**config.mk**
```make
export PLATFORM = sky130hd
export DESIGN_NAME = name_escape_encoder_core
export DESIGN_NICKNAME = d
export VERILOG_FILES = /design/src/rtl/nee_pkg.sv /design/src/rtl/nee_expand.sv /design/src/rtl/nee_serialiser.sv /design/src/rtl/name_escape_encoder_core.sv
export SDC_FILE = /design/constraint.sdc
export NUM_CORES = 1
export LEC_CHECK = 0
export ABC_AREA = 1
export BUFFER_PORTS_ARGS = -buffer_cell sky130_fd_sc_hd__buf_2
export CORE_ASPECT_RATIO = 0.6
export CORE_MARGIN = 1
export CORE_UTILIZATION = 40
export DETAILED_ROUTE_END_ITERATION = 12
export PLACE_DENSITY = 0.64
export SYNTH_ARGS = -nofsm -noshare
export SYNTH_HDL_FRONTEND = slang
export SYNTH_HIERARCHICAL = 1
export SYNTH_SLANG_ARGS = --single-unit
```
**constraint.sdc**
```tcl
create_clock -name clk -period 3.4 [get_ports clk]
set_clock_uncertainty 0.1 [all_clocks]
set_input_delay 0 -clock clk [delete_from_list [all_inputs] [get_ports clk]]
set_output_delay 0 -clock clk [all_outputs]
set_load 0.01 [all_outputs]
```
**src/rtl/nee_pkg.sv**
```systemverilog
// shared constants, types and character helpers of the name escape encoder
`default_nettype none
package nee_pkg;

  localparam int unsigned CharW   = 8;
  localparam int unsigned MaxRes  = 5;
  localparam int unsigned CntW    = 3;
  localparam int unsigned ModeW   = 2;
  localparam int unsigned AddrW   = 3;
  localparam int unsigned DataW   = 32;

  // signature modes
  localparam logic [ModeW-1:0] MODE_NONE   = 2'd0;
  localparam logic [ModeW-1:0] MODE_STRAIN = 2'd1;
  localparam logic [ModeW-1:0] MODE_TABLE  = 2'd2;

  // register addresses
  localparam logic [AddrW-1:0] ADDR_SIG_MODE = 3'd0;

  localparam logic [CharW-1:0] CH_SPACE   = 8'h20;
  localparam logic [CharW-1:0] CH_UNDER   = 8'h5F;
  localparam logic [CharW-1:0] CH_LPAREN  = 8'h28;
  localparam logic [CharW-1:0] CH_RPAREN  = 8'h29;
  localparam logic [CharW-1:0] CH_COMMA   = 8'h2C;
  localparam logic [CharW-1:0] CH_DOT     = 8'h2E;
  localparam logic [CharW-1:0] CH_PERCENT = 8'h25;
  localparam logic [CharW-1:0] CH_SLASH   = 8'h2F;
  localparam logic [CharW-1:0] CH_TILDE   = 8'h7E;
  localparam logic [CharW-1:0] CH_BANG    = 8'h21;
  localparam logic [CharW-1:0] CH_AT      = 8'h40;
  localparam logic [CharW-1:0] CH_LOW_B   = 8'h62;
  localparam logic [CharW-1:0] CH_NUL     = 8'h00;

  typedef logic [MaxRes-1:0][CharW-1:0] res_bytes_t;

  // expanded form of one input transaction
  typedef struct packed {
    res_bytes_t      bytes;
    logic [CntW-1:0] cnt;
    logic            valid_char;
    logic            last;
    logic            changed;
  } nee_exp_t;

  function automatic logic [CharW-1:0] hex_digit(input logic [3:0] v);
    logic [CharW-1:0] r;
    if (v < 4'd10) r = 8'h30 + {4'd0, v};
    else           r = 8'h41 + {4'd0, v} - 8'd10;
    return r;
  endfunction

  function automatic logic always_escaped(input logic [CharW-1:0] c);
    logic r;
    case (c)
      8'h25, 8'h3A, 8'h24, 8'h3F, 8'h22, 8'h27, 8'h60,
      8'h3B, 8'h5B, 8'h5D, 8'h7B, 8'h7D, 8'h23, 8'h7C: r = 1'b1;
      default: r = 1'b0;
    endcase
    return r;
  endfunction

endpackage
`default_nettype wire

```
**src/rtl/nee_expand.sv**
```systemverilog
// expands one name byte into its escaped result bytes and signature
`default_nettype none
module nee_expand (
  input  wire logic [nee_pkg::CharW-1:0] char_i,
  input  wire logic                      last_i,
  input  wire logic [nee_pkg::ModeW-1:0] mode_i,
  input  wire logic                      flag_i,
  output nee_pkg::nee_exp_t              exp_o
);
  import nee_pkg::*;

  res_bytes_t       base;
  logic [CntW-1:0]  nb;
  logic             chg;
  logic             esc;
  logic             sig;
  logic [CharW-1:0] sig_ch;

  always_comb begin
    base = '0;
    nb   = '0;
    chg  = 1'b1;
    esc  = always_escaped(char_i) ||
           (((char_i == CH_SLASH) || (char_i == CH_TILDE)) && (mode_i == MODE_TABLE));
    if (char_i == CH_SPACE) begin
      base[0] = CH_UNDER;
      nb      = 3'd1;
    end else if ((char_i == CH_LPAREN) || (char_i == CH_RPAREN)) begin
      nb = 3'd0;
    end else if (char_i == CH_COMMA) begin
      base[0] = CH_DOT;
      base[1] = CH_DOT;
      nb      = 3'd2;
    end else if (esc) begin
      base[0] = CH_PERCENT;
      base[1] = hex_digit(char_i[7:4]);
      base[2] = hex_digit(char_i[3:0]);
      nb      = 3'd3;
    end else begin
      base[0] = char_i;
      nb      = 3'd1;
      chg     = 1'b0;
    end
  end

  always_comb begin
    sig    = last_i && (flag_i || chg) &&
             ((mode_i == MODE_STRAIN) || (mode_i == MODE_TABLE));
    sig_ch = (mode_i == MODE_STRAIN) ? CH_BANG : CH_AT;
    exp_o  = '0;
    exp_o.last       = last_i;
    exp_o.changed    = chg;
    exp_o.valid_char = 1'b1;
    for (int k = 0; k < MaxRes; k++) begin
      if (CntW'(k) < nb)                   exp_o.bytes[k] = base[k];
      else if (sig && (CntW'(k) == nb))    exp_o.bytes[k] = sig_ch;
      else if (sig)                        exp_o.bytes[k] = CH_LOW_B;
      else                                 exp_o.bytes[k] = CH_NUL;
    end
    exp_o.cnt = sig ? (nb + 3'd2) : nb;
    // last byte with nothing to emit still closes the name
    if (last_i && !sig && (nb == 3'd0)) begin
      exp_o.cnt        = 3'd1;
      exp_o.valid_char = 1'b0;
      exp_o.bytes[0]   = CH_NUL;
    end
  end

endmodule
`default_nettype wire

```
**src/rtl/nee_serialiser.sv**
```systemverilog
// holds one expanded transaction and drives it out a byte per cycle while out_ready allows
`default_nettype none
module nee_serialiser (
  input  wire logic                      clk,
  input  wire logic                      rst_n,
  input  wire logic                      load_i,
  input  wire nee_pkg::nee_exp_t         exp_i,
  output logic                           free_o,
  output logic                           out_valid,
  input  wire logic                      out_ready,
  output logic [nee_pkg::CharW-1:0]      out_char,
  output logic                           out_valid_char,
  output logic                           out_last
);
  import nee_pkg::*;

  res_bytes_t       buf_r, buf_nxt;
  logic [CntW-1:0]  cnt_r, cnt_nxt;
  logic             vchar_r, vchar_nxt;
  logic             last_r, last_nxt;
  logic             out_valid_r, out_valid_nxt;
  logic [CharW-1:0] out_char_r, out_char_nxt;
  logic             out_vchar_r, out_vchar_nxt;
  logic             out_last_r, out_last_nxt;
  logic             out_load;
  logic             emit;

  always_comb begin
    out_load = !out_valid_r || out_ready;
    emit     = (cnt_r != '0) && out_load;
    free_o   = (cnt_r == '0) || ((cnt_r == 3'd1) && out_load);

    out_valid_nxt = out_valid_r;
    out_char_nxt  = out_char_r;
    out_vchar_nxt = out_vchar_r;
    out_last_nxt  = out_last_r;
    if (emit) begin
      out_valid_nxt = 1'b1;
      out_char_nxt  = buf_r[0];
      out_vchar_nxt = vchar_r;
      out_last_nxt  = last_r && (cnt_r == 3'd1);
    end else if (out_load) begin
      out_valid_nxt = 1'b0;
    end

    buf_nxt   = buf_r;
    cnt_nxt   = cnt_r;
    vchar_nxt = vchar_r;
    last_nxt  = last_r;
    if (load_i) begin
      buf_nxt   = exp_i.bytes;
      cnt_nxt   = exp_i.cnt;
      vchar_nxt = exp_i.valid_char;
      last_nxt  = exp_i.last;
    end else if (emit) begin
      // shift the next byte to the head
      for (int k = 0; k < MaxRes - 1; k++) buf_nxt[k] = buf_r[k+1];
      buf_nxt[MaxRes-1] = CH_NUL;
      cnt_nxt = cnt_r - 3'd1;
    end
  end

  always_ff @(posedge clk) begin
    if (!rst_n) begin
      cnt_r       <= '0;
      out_valid_r <= 1'b0;
    end else begin
      cnt_r       <= cnt_nxt;
      out_valid_r <= out_valid_nxt;
    end
    buf_r       <= buf_nxt;
    vchar_r     <= vchar_nxt;
    last_r      <= last_nxt;
    out_char_r  <= out_char_nxt;
    out_vchar_r <= out_vchar_nxt;
    out_last_r  <= out_last_nxt;
  end

  assign out_valid      = out_valid_r;
  assign out_char       = out_char_r;
  assign out_valid_char = out_vchar_r;
  assign out_last       = out_last_r;

endmodule
`default_nettype wire

```
**src/rtl/name_escape_encoder_core.sv**
```systemverilog
// Name escape encoder: one name byte per input transaction, escaped bytes out one per cycle
// while out_ready does not stall them. An accepted byte sits in the input register, is
// expanded into zero to five result bytes (escape plus optional "!b"/"@b" signature on
// the last byte) and loaded into a serialising buffer that feeds the output register.
// The output register emits one result per cycle unless stalled; a hex escape gives three
// result bytes before any signature, and an item with no result still passes through the
// input register. A new byte is accepted every cycle while each item has at most one
// result and the output is not stalled; an item with more results holds the next byte in
// the input register until the buffer is down to its last result. The first result
// passes the input register, the serialising buffer and the output register in turn.
// signature_mode sits at byte address 0 of the configuration port and is read back there.
`default_nettype none
module name_escape_encoder_core (
  input  wire logic                       clk,
  input  wire logic                       rst_n,
  input  wire logic                       in_valid,
  output logic                            in_ready,
  input  wire logic [nee_pkg::CharW-1:0]  in_char,
  input  wire logic                       in_last,
  output logic                            out_valid,
  input  wire logic                       out_ready,
  output logic [nee_pkg::CharW-1:0]       out_char,
  output logic                            out_valid_char,
  output logic                            out_last,
  input  wire logic                       psel,
  input  wire logic                       penable,
  input  wire logic                       pwrite,
  input  wire logic [nee_pkg::AddrW-1:0]  paddr,
  input  wire logic [nee_pkg::DataW-1:0]  pwdata,
  output logic [nee_pkg::DataW-1:0]       prdata,
  output logic                            pready
);
  import nee_pkg::*;

  logic             in_vld_r, in_vld_nxt;
  logic [CharW-1:0] in_char_r, in_char_nxt;
  logic             in_last_r, in_last_nxt;
  logic [ModeW-1:0] mode_r, mode_nxt;
  logic             flag_r, flag_nxt;
  logic             buf_free;
  logic             take;
  logic             in_acc;
  nee_exp_t         exp;

  nee_expand u_expand (
    .char_i (in_char_r),
    .last_i (in_last_r),
    .mode_i (mode_r),
    .flag_i (flag_r),
    .exp_o  (exp)
  );

  nee_serialiser u_ser (
    .clk            (clk),
    .rst_n          (rst_n),
    .load_i         (take),
    .exp_i          (exp),
    .free_o         (buf_free),
    .out_valid      (out_valid),
    .out_ready      (out_ready),
    .out_char       (out_char),
    .out_valid_char (out_valid_char),
    .out_last       (out_last)
  );

  always_comb begin
    take     = in_vld_r && buf_free;
    in_ready = !in_vld_r || buf_free;
    in_acc   = in_valid && in_ready;

    in_vld_nxt  = in_vld_r;
    in_char_nxt = in_char_r;
    in_last_nxt = in_last_r;
    if (in_acc) begin
      in_vld_nxt  = 1'b1;
      in_char_nxt = in_char;
      in_last_nxt = in_last;
    end else if (take) begin
      in_vld_nxt = 1'b0;
    end

    // sticky change flag, cleared once a name closes
    flag_nxt = flag_r;
    if (take) flag_nxt = in_last_r ? 1'b0 : (flag_r || exp.changed);

    mode_nxt = mode_r;
    if (psel && penable && pwrite && (paddr == ADDR_SIG_MODE)) mode_nxt = pwdata[ModeW-1:0];

    prdata = '0;
    if (paddr == ADDR_SIG_MODE) prdata = {{(DataW-ModeW){1'b0}}, mode_r};
    pready = 1'b1;
  end

  always_ff @(posedge clk) begin
    if (!rst_n) begin
      in_vld_r <= 1'b0;
      flag_r   <= 1'b0;
      mode_r   <= MODE_NONE;
    end else begin
      in_vld_r <= in_vld_nxt;
      flag_r   <= flag_nxt;
      mode_r   <= mode_nxt;
    end
    in_char_r <= in_char_nxt;
    in_last_r <= in_last_nxt;
  end

endmodule
`default_nettype wire

```
Word-level counts from Yosys, hierarchy flattened --
Cells that the tools add are included.
Operators by class: shift-type cells 0, bitwise gates (word level) 0, divide/modulo/power cells 0, $lt $le $gt $ge 7, $mul 0, add/subtract/negate cells 8, equal/unequal tests 27, reduce and logical (&&, ||, !) cells 37, mux-type cells 42
Operator list (count):
- 8-bit two-way mux | 15
- 8-bit by 6-bit equality test with 1-bit output (second input constant) | 13
- 40-bit two-way mux | 2
- 8-bit by 7-bit equality test with 1-bit output (second input constant) | 7
- 16-bit two-way mux | 3
- 24-bit two-way mux | 1
- 1-bit logical AND | 18
- 7-bit by 4-bit adder with 8-bit output (first input constant) | 2
- 8-bit by 4-bit subtractor with 8-bit output (second input constant) | 2
- 3-bit two-way mux | 5
- 6-bit by 4-bit adder with 7-bit output (first input constant) | 2
- 7-bit two-way mux | 2
- 14-bit OR reduction | 1
- 12-bit two-way mux | 1
- 1-bit two-way mux | 10
- 3-bit zero test | 3
- 1-bit logical OR | 8
- 4-bit < comparator (second input constant) | 2
- 2-bit by 3-bit equality test with 1-bit output (first input constant) | 2
- 1-bit by 3-bit < comparator with 1-bit output (first input constant) | 2
- 2-bit by 3-bit < comparator with 1-bit output (first input constant) | 2
- 2-bit two-way mux | 3
- 2-bit nonzero test | 3
- 3-bit by 2-bit adder with 3-bit output (second input constant) | 1
- other kinds (9) | 11
Storage, ports and cells: memory bits (read-only) 0, logic and storage cells 138, input bits 51, bits in registers 69, latch bits 0, output and inout port bits 45, memory bits (writable) 0, memories kept 0

Depth between registers and ports, before layout --
Gate-level depths: netlist of run 1.
word-level depth 16, mapped depth 19, depth with buffers taken out 19

Modules after synthesis --
Netlist of run 1, hierarchy kept.
By module, submodules not included:
- nee_serialiser | area each 2358.5 µm², sequential area each 1641.6 µm², cells an instance 214, times used 1
- nee_expand | area each 1154.9 µm², sequential area each 0.0 µm², cells an instance 206, times used 1
- name_escape_encoder_core | area each 734.5 µm², sequential area each 350.3 µm², cells an instance 81, times used 1

Worst setup path after synthesis of run 1 --
OpenSTA, ideal clock, no wires.
path type register to register, start reg in_char_r[0], end reg u_ser.cnt_r[1], path slack 966 ps, data required time 3184 ps, period minus slack after synthesis 2434 ps, library setup time 116 ps, arrival time 2218 ps, path buffers 0, stages on the path, launching flop included 18, path through edfxtp_1 inv_1 ha_1 nor2_1 nor2_1 o21ai_1 nand2_2 nor2_8 nand3_4 nand2_4 inv_4 ha_1 nand2_1 inv_2 nand2_1 o21ai_1 nor2_1 nor2_1
RTL lines:
- start: declaration | line name_escape_encoder_core.sv:36 | logic [CharW-1:0] in_char_r, in_char_nxt;
- start signal: assignment | line name_escape_encoder_core.sv:104 | in_char_r <= in_char_nxt;
- end signal: assignment | line nee_serialiser.sv:68 | cnt_r <= cnt_nxt;
- end: declaration | line nee_serialiser.sv:18 | logic [CntW-1:0] cnt_r, cnt_nxt;

==> impl_metrics.csv, run 1 <==
group,metric,value,unit
global_route,grt_pass1_wl,13000,µm
place,hpwlAfterDp,5520,µm
route,drc,0,
timing,period_share,0.817,
logic_synthesis,synth_xor_area_frac,0.00206,
die,dieHeight,81.8,µm
power,power_frac_seq,0.446,
worst_setup_path,worstSetupPathType,"flip-flop to flip-flop",
clocking,clkTransAtPathRegs,50,ps
power,power.leakage,2.38,nW
worst_setup_path,cpPeakStageDelay,450,ps
clocking,h-tree-depth,3,
route,wl_met2,3310,µm
hold_path,hold_path.class,"input pin to flip-flop",
logic_synthesis,synth_top_family_by_area,"simple AND/OR/NAND/NOR gates",
route,wl_met1,4000,µm
die,start_util,0.421,
logic_synthesis,ys_types,35,
die,fp.dieArea,0.0110,mm²
logic_synthesis,syn_inst,501,
clocking,post-cts-setup-buffers,0,
global_route,grt_use_total,0.159,
clocking,cts_buffers,9,
clocking,root_buffer,"clkbuf_16",
clocking,cts_sinks,69,
power,swShare,0.324,
timing,tns,0,ps
timing,finalSetupViolCount,0,
worst_setup_path,r2r_setup_slack,620,ps
route,wl_met3,538,µm
place,place_congestion,0.897,
worst_setup_path,crit_top_cell,"nor2_1",
timing,slew_viol_final,0,
worst_setup_path,endpoint,"u_ser/cnt_r[1]",
timing,period_minus_slack,2780,ps
global_route,grt_pass1_vias,2766,
timing,fmax,360,MHz
die,core,0.0101,mm²
logic_synthesis,synth_compound_gate_area_share,0.0451,
timing,max_slew_margin,0.590,
logic_synthesis,synth_fa_ha_area_frac,0.0442,
route,post_drt_wl_per_cell,11.5,µm
clocking,clk_latency,330,ps
worst_setup_path,path_depth,17,
worst_setup_path,worst_path_max_delay_cell,"edfxtp_1",
power,internal_power,2.39,mW
worst_setup_path,reg2reg_from,"in_char_r[0]",
die,die_x,135,µm
global_route,grt-ovfl-total,0,
cells_and_area,num_antenna_cells,0,
route,top_layer,"met4",
power,fin_total_pwr,3.53,mW
power,p_comb_frac,0.277,
cells_and_area,final-seq-area,0.00199,mm²
die,io_pins,96,
cells_and_area,multi_input_area,0.00171,mm²
logic_synthesis,syn_area,0.00425,mm²
die,row_count,28,
run,drv_cap,0,
cells_and_area,num-fill-cells,964,
worst_setup_path,worst_r2r_path_depth,17,
power,p_clk_frac,0.276,
route,drtIter0Drc,195,
logic_synthesis,yosysWarnings,6,
worst_setup_path,cp_max_fo,7,
worst_setup_path,critical_path.top_delay_family,"simple AND/OR/NAND/NOR gates",
power,peakVddDrop,0.646,mV
global_route,antenna_found_initial,0,
worst_setup_path,arrival,2900,ps
worst_setup_path,cp.required,3520,ps
worst_setup_path,cp_num_buf_inv,3,
outcome,status,"finished clean",
logic_synthesis,syn_avg_cell_area,8.48,µm²
place,io_buffer_count,34,
logic_synthesis,synth_seq_area_share,0.469,
timing,hold_viol_final,0,
power,power.density,734,mW/mm²
logic_synthesis,synth_mux_area_frac,0,
cells_and_area,drive_gt1_frac,0.170,
worst_setup_path,worstSetupStartpoint,"in_char_r[0]",
clocking,cts_tree,"built",
logic_synthesis,synth-simple-area-share,0.274,
timing,rsz0062_at_grt,"no",
route,avgViaCountPerCell,4.38,
route,wl,7930,µm
cells_and_area,area_growth,13.2,%
worst_setup_path,critPathLaunchType,"flip-flop",
power,switching_power,1.14,mW
route,ant_nets,0,
global_route,grt_max_degree,50,
route,dr.pass1.iters,5,
cells_and_area,nets,613,
logic_synthesis,ys_seq_elements,69,
clocking,cts_buffer_depth,2,
timing,tightestPinTransition,608,ps
worst_setup_path,critPathCaptureType,"flip-flop",
route,vias,3011,
worst_setup_path,crit_chain,"inv_1 -> ha_1 -> nor2_1 -> nor2_1 -> nand2_4 -> nand2_2 -> nor2_4 -> nand3_4 -> nand2_4 -> inv_4 -> ha_1 -> nand2_1 -> inv_2 -> nand2_1 -> o21ai_1 -> nor2_1 -> nor2_1",
worst_setup_path,regToRegEndpoint,"u_ser/cnt_r[1]",
-- cell usage in the layout, fill, tap and decap left out, types with 2 or more instances in the layout --
cell type,count
nor3_1,2
ha_1,15
nand3_4,2
o21ai_0,13
buf_4,2
clkinv_1,2
dlygate4sd3_1,18
inv_2,9
a21oi_1,13
nand2_4,7
nand2_1,167
o21ai_1,6
nand3_1,16
nor2_1,42
inv_1,48
edfxtp_1,61
nor2_2,4
conb_1,42
nand2_2,7
inv_4,4
nor2_4,3
clkbuf_16,9
buf_2,34
clkinv_2,2
dfxtp_1,8
bufinv_16,2
-- per-stage QoR --
stage	instance area [µm²]	utilization	instances	hold WS (ps)	worst slack [ps]
global route	4810	0.477	687	279	444
floorplan	4390	-	540	-1.13	966
global placement	4310	0.427	653	79.3	681
finish	4810	0.477	687	283	624
CTS	4810	0.477	687	263	632
detailed placement	4310	0.427	653	78.1	651
-- flip-flops by register name, summed over array words and instances (netlist names), 2 cells and up --
| signal | count |
|---|---|
| u_ser/out_char | 8 |
| u_ser/cnt_r | 3 |
| in_char_r | 8 |
| u_ser/buf_r | 40 |
| mode_r | 2 |
-- layout make-up --
class / count / area share
timing repair buffer: 54 / 0.0760
clock inverter: 7 / 0.0187
tap: 135 / 0.0351
multi-input combinational: 350 / 0.355
clock buffer: 9 / 0.0468
sequential: 69 / 0.414
inverter: 63 / 0.0539
-- power groups by stage --
stage | combinational [mW] | sequential, mW | clock (mW)
global route | 1.12 | 1.61 | 1.03
floorplan | 0.753 | 1.59 | 0
global placement | 0.948 | 1.58 | 0
detailed placement | 0.971 | 1.60 | 0
CTS | 0.991 | 1.58 | 0.999
finish | 0.980 | 1.58 | 0.976
-- synth_stat cells --
cell | n | area [µm²]
nor3_1 | 2 | 10.0
edfxtp_1 | 61 | 1830
inv_1 | 48 | 180
nor2_1 | 42 | 158
nand2_1 | 167 | 627
nand3_4 | 2 | 35.0
xor2_1 | 1 | 8.76
nand3b_1 | 1 | 7.51
nand4_1 | 1 | 6.26
and3_2 | 1 | 7.51
dfxtp_1 | 8 | 160
a21oi_2 | 1 | 8.76
clkinv_1 | 1 | 3.75
inv_12 | 1 | 16.3
nor2_2 | 4 | 25.0
inv_4 | 4 | 25.0
nor2_4 | 3 | 33.8
inv_2 | 9 | 33.8
nand3_2 | 1 | 10.0
nand2_4 | 7 | 78.8
nand2_2 | 7 | 43.8
nand3_1 | 16 | 80.1
nand2_8 | 1 | 20.0
o21ai_1 | 6 | 30.0
o22ai_1 | 1 | 6.26
buf_4 | 56 | 420
conb_1 | 3 | 11.3
o21ai_2 | 1 | 8.76
nor2_8 | 1 | 20.0
a21oi_1 | 13 | 65.1
ha_1 | 15 | 188
a21boi_0 | 1 | 7.51
clkbuf_1 | 1 | 3.75
o21ai_0 | 13 | 65.1
buf_6 | 1 | 11.3
-- timing repair --
action,CTS,global route
hold buffers,18,0
resized for setup,0,0
hold endpoints to repair,17,0
-- logic make-up after synthesis --
logic type                 after synthesis
adders and majority gates               15
other                                    3
DFF                                     69
buffers and inverters                  121
and+or+nand+nor                        256
xor gates and xnor gates                 1
AOI/OAI and AO/OA                       36
-- worst min path at each step --
| stage | from | to | depth (start not counted) |
|---|---|---|---|
| 2_1_floorplan | in_char[0] | in_char_r[0] | 0 |
| 3_3_place_gp | in_char[1] | in_char_r[1] | 1 |
| 3_5_place_dp | in_char[3] | in_char_r[3] | 1 |
| 4_1_cts | in_char[3] | in_char_r[3] | 2 |
| 5_1_grt | in_last | in_last_r | 2 |
| 6_report | in_char[0] | in_char_r[0] | 2 |
-- routing by layer --
metal,up-vias,global-route usage
met3,6,0.0463
met4,0,0.0640
li1,1577,-
met2,74,0.241
met1,1354,0.215
met5,-,0
Note: power is estimated with default switching activity, not from simulation.
==> run 2, diff against run 1 <==
==> constraint.sdc (replaced) <==
create_clock -name clk -period 2.6 [get_ports clk]
set_clock_uncertainty 0.1 [all_clocks]
set_input_delay 0 -clock clk [delete_from_list [all_inputs] [get_ports clk]]
set_output_delay 0 -clock clk [all_outputs]
set_load 0.01 [all_outputs]
==> run 2 against run 1 <==
Utilization grew 2.1 points. First-iteration DRC count fell by 6.7%. Clock-buffer cell count stayed put. Sequential share of layout area is 1.8 points lower. Routed wire length rose by 5.8%. Global-route usage rose by 0.29 points. Final cell count increased by 2.9%. Highest routed layer unchanged.
==> impl_metrics.csv, run 2 (synthesis results as in run 1) <==
group,metric,value,unit
outcome,status,"finished clean",
power,power.leakage,2.47,nW
worst_setup_path,cp_max_fo,5,
place,dp.cells,664,
clocking,cts_tree,"built",
power,p_comb_frac,0.289,
clocking,cts_sinks,69,
worst_setup_path,worst_r2r_path_depth,17,
global_route,grt_pass1_wl,13200,µm
global_route,grt-ovfl-total,0,
route,wl,8390,µm
timing,period_share,0.968,
timing,hold_viol_final,0,
clocking,root_buffer,"clkbuf_16",
route,post_drt_wl_per_cell,11.9,µm
power,fin_total_pwr,4.69,mW
timing,max_slew_margin,0.587,
place,place_congestion,0.892,
clocking,cts_buffers,9,
route,dr.pass1.iters,5,
route,drc,0,
run,drv_cap,0,
worst_setup_path,arrival,2510,ps
die,fp.dieArea,0.0110,mm²
cells_and_area,final_common_cell,"nand2_1",
die,dieHeight,81.8,µm
worst_setup_path,cp.required,2590,ps
clocking,cts_buffer_depth,2,
worst_setup_path,critPathCaptureType,"flip-flop",
global_route,grt_max_degree,50,
timing,finalSetupViolCount,0,
route,vias,3111,
die,row_count,28,
route,ant_nets,0,
power,power_frac_seq,0.440,
place,io_buffer_count,34,
cells_and_area,nets,633,
cells_and_area,area_growth,18.2,%
power,swShare,0.325,
clocking,clkTransAtPathRegs,50,ps
power,peakVddDrop,0.892,mV
cells_and_area,largest_register_ffs,40,
cells_and_area,final_util,0.498,
power,p_clk_frac,0.271,
timing,period_minus_slack,2520,ps
worst_setup_path,worstSetupPathType,"flip-flop to flip-flop",
global_route,antenna_found_initial,0,
hold_path,whs_path_depth,2,
power,switching_power,1.52,mW
clocking,clk_latency,330,ps
power,power.density,934,mW/mm²
die,io_pins,96,
global_route,grt_pass1_vias,2755,
clocking,h-tree-depth,3,
timing,fmax,397,MHz
cells_and_area,layout.cells.non_filler,707,
route,avgViaCountPerCell,4.40,
cells_and_area,drive_gt1_frac,0.219,
cells_and_area,largest-register,"u_ser/buf_r",
power,internal_power,3.17,mW
die,core,0.0101,mm²
timing,rsz0062_at_grt,"yes",
place,hpwlAfterDp,5910,µm
worst_setup_path,critPathLaunchType,"flip-flop",
hold_path,hold_path.class,"input pin to flip-flop",
timing,slew_viol_final,0,
route,drtIter0Drc,182,
cells_and_area,num_antenna_cells,0,
global_route,grt_use_total,0.162,
cells_and_area,layout_common_cells,"166 x nand2_1, 61 x edfxtp_1, 45 x inv_1, 42 x nor2_1, 42 x conb_1",
die,start_util,0.421,
die,die_x,135,µm
cells_and_area,num-fill-cells,937,
timing,tightestPinTransition,612,ps
-- run 2: changes by cell type in the layout (fill, tap and decap cells not counted), sizes merged --
cell | before | now
buf | 36 | 56
-- run 2: worst paths after layout --
check                  from                end  slack, ps
max            in_char_r[5]     u_ser/buf_r[8]         80
min              in_char[0]       in_char_r[0]        280
max reg2reg    in_char_r[5]     u_ser/buf_r[8]         80
min reg2reg  u_ser/buf_r[2]  u_ser/out_char[2]        320
-- run 2: power by group through the flow --
stage	Combinational (mW)	Clock (mW)	Sequential, mW
4_1_cts	1.32	1.31	2.07
6_report	1.36	1.27	2.06
3_5_place_dp	1.29	0	2.09
5_1_grt	1.55	1.35	2.11
3_3_place_gp	1.26	0	2.06
2_1_floorplan	0.985	0	2.08
-- run 2: worst max-delay path, cell delays in order, from the launching register on --
cell      delay [ps]
edfxtp_1         470
ha_2             270
inv_1             60
nor2_1           210
nand2_1          100
nand2_1          100
nand2_2           50
nand2_2          130
buf_4            130
inv_1             40
nand3b_1         120
nand2_1           60
inv_1            120
nor2_1            70
nand2_1           70
nand2_1           50
nand2_1           70
nand2_1           50
-- run 2: timing repair --
action	4_1_cts	5_1_grt
setup buffers	2	7
gates resized for setup	0	16
setup endpoints to repair	1	4
pin swaps	0	8
hold endpoints to repair	17	0
hold buffers	18	0
-- run 2: final cells by class --
class / instances / area (µm²) / share of cell area
Timing Repair Buffer: 74 / 519 / 0.103
Clock buffer: 9 / 225 / 0.0448
Inverter: 63 / 259 / 0.0516
Sequential cell: 69 / 1990 / 0.397
Tap cell: 135 / 169 / 0.0336
Multi-Input combinational cell: 350 / 1770 / 0.352
Clock inverter: 7 / 90.1 / 0.0179
-- run 2: metal layers --
layer	wire length [µm]	part of all wire	GRT usage
met4	84	0.010	0.0539
met5	0	0	0
met1	4130	0.49	0.222
met2	3700	0.44	0.245
met3	476	0.057	0.0481
-- run 2: per-stage QoR --
stage	hold slack, ps	worst slack, ps	cell area (µm²)	setup TNS, ps
6_report	276	83.6	5020	0
5_1_grt	271	-36.4	5020	-66.2
4_1_cts	255	44.3	4910	0
3_5_place_dp	78.7	-44.5	4400	-44.5
3_3_place_gp	76.9	47.4	4400	0
2_1_floorplan	-1.13	166	4390	0
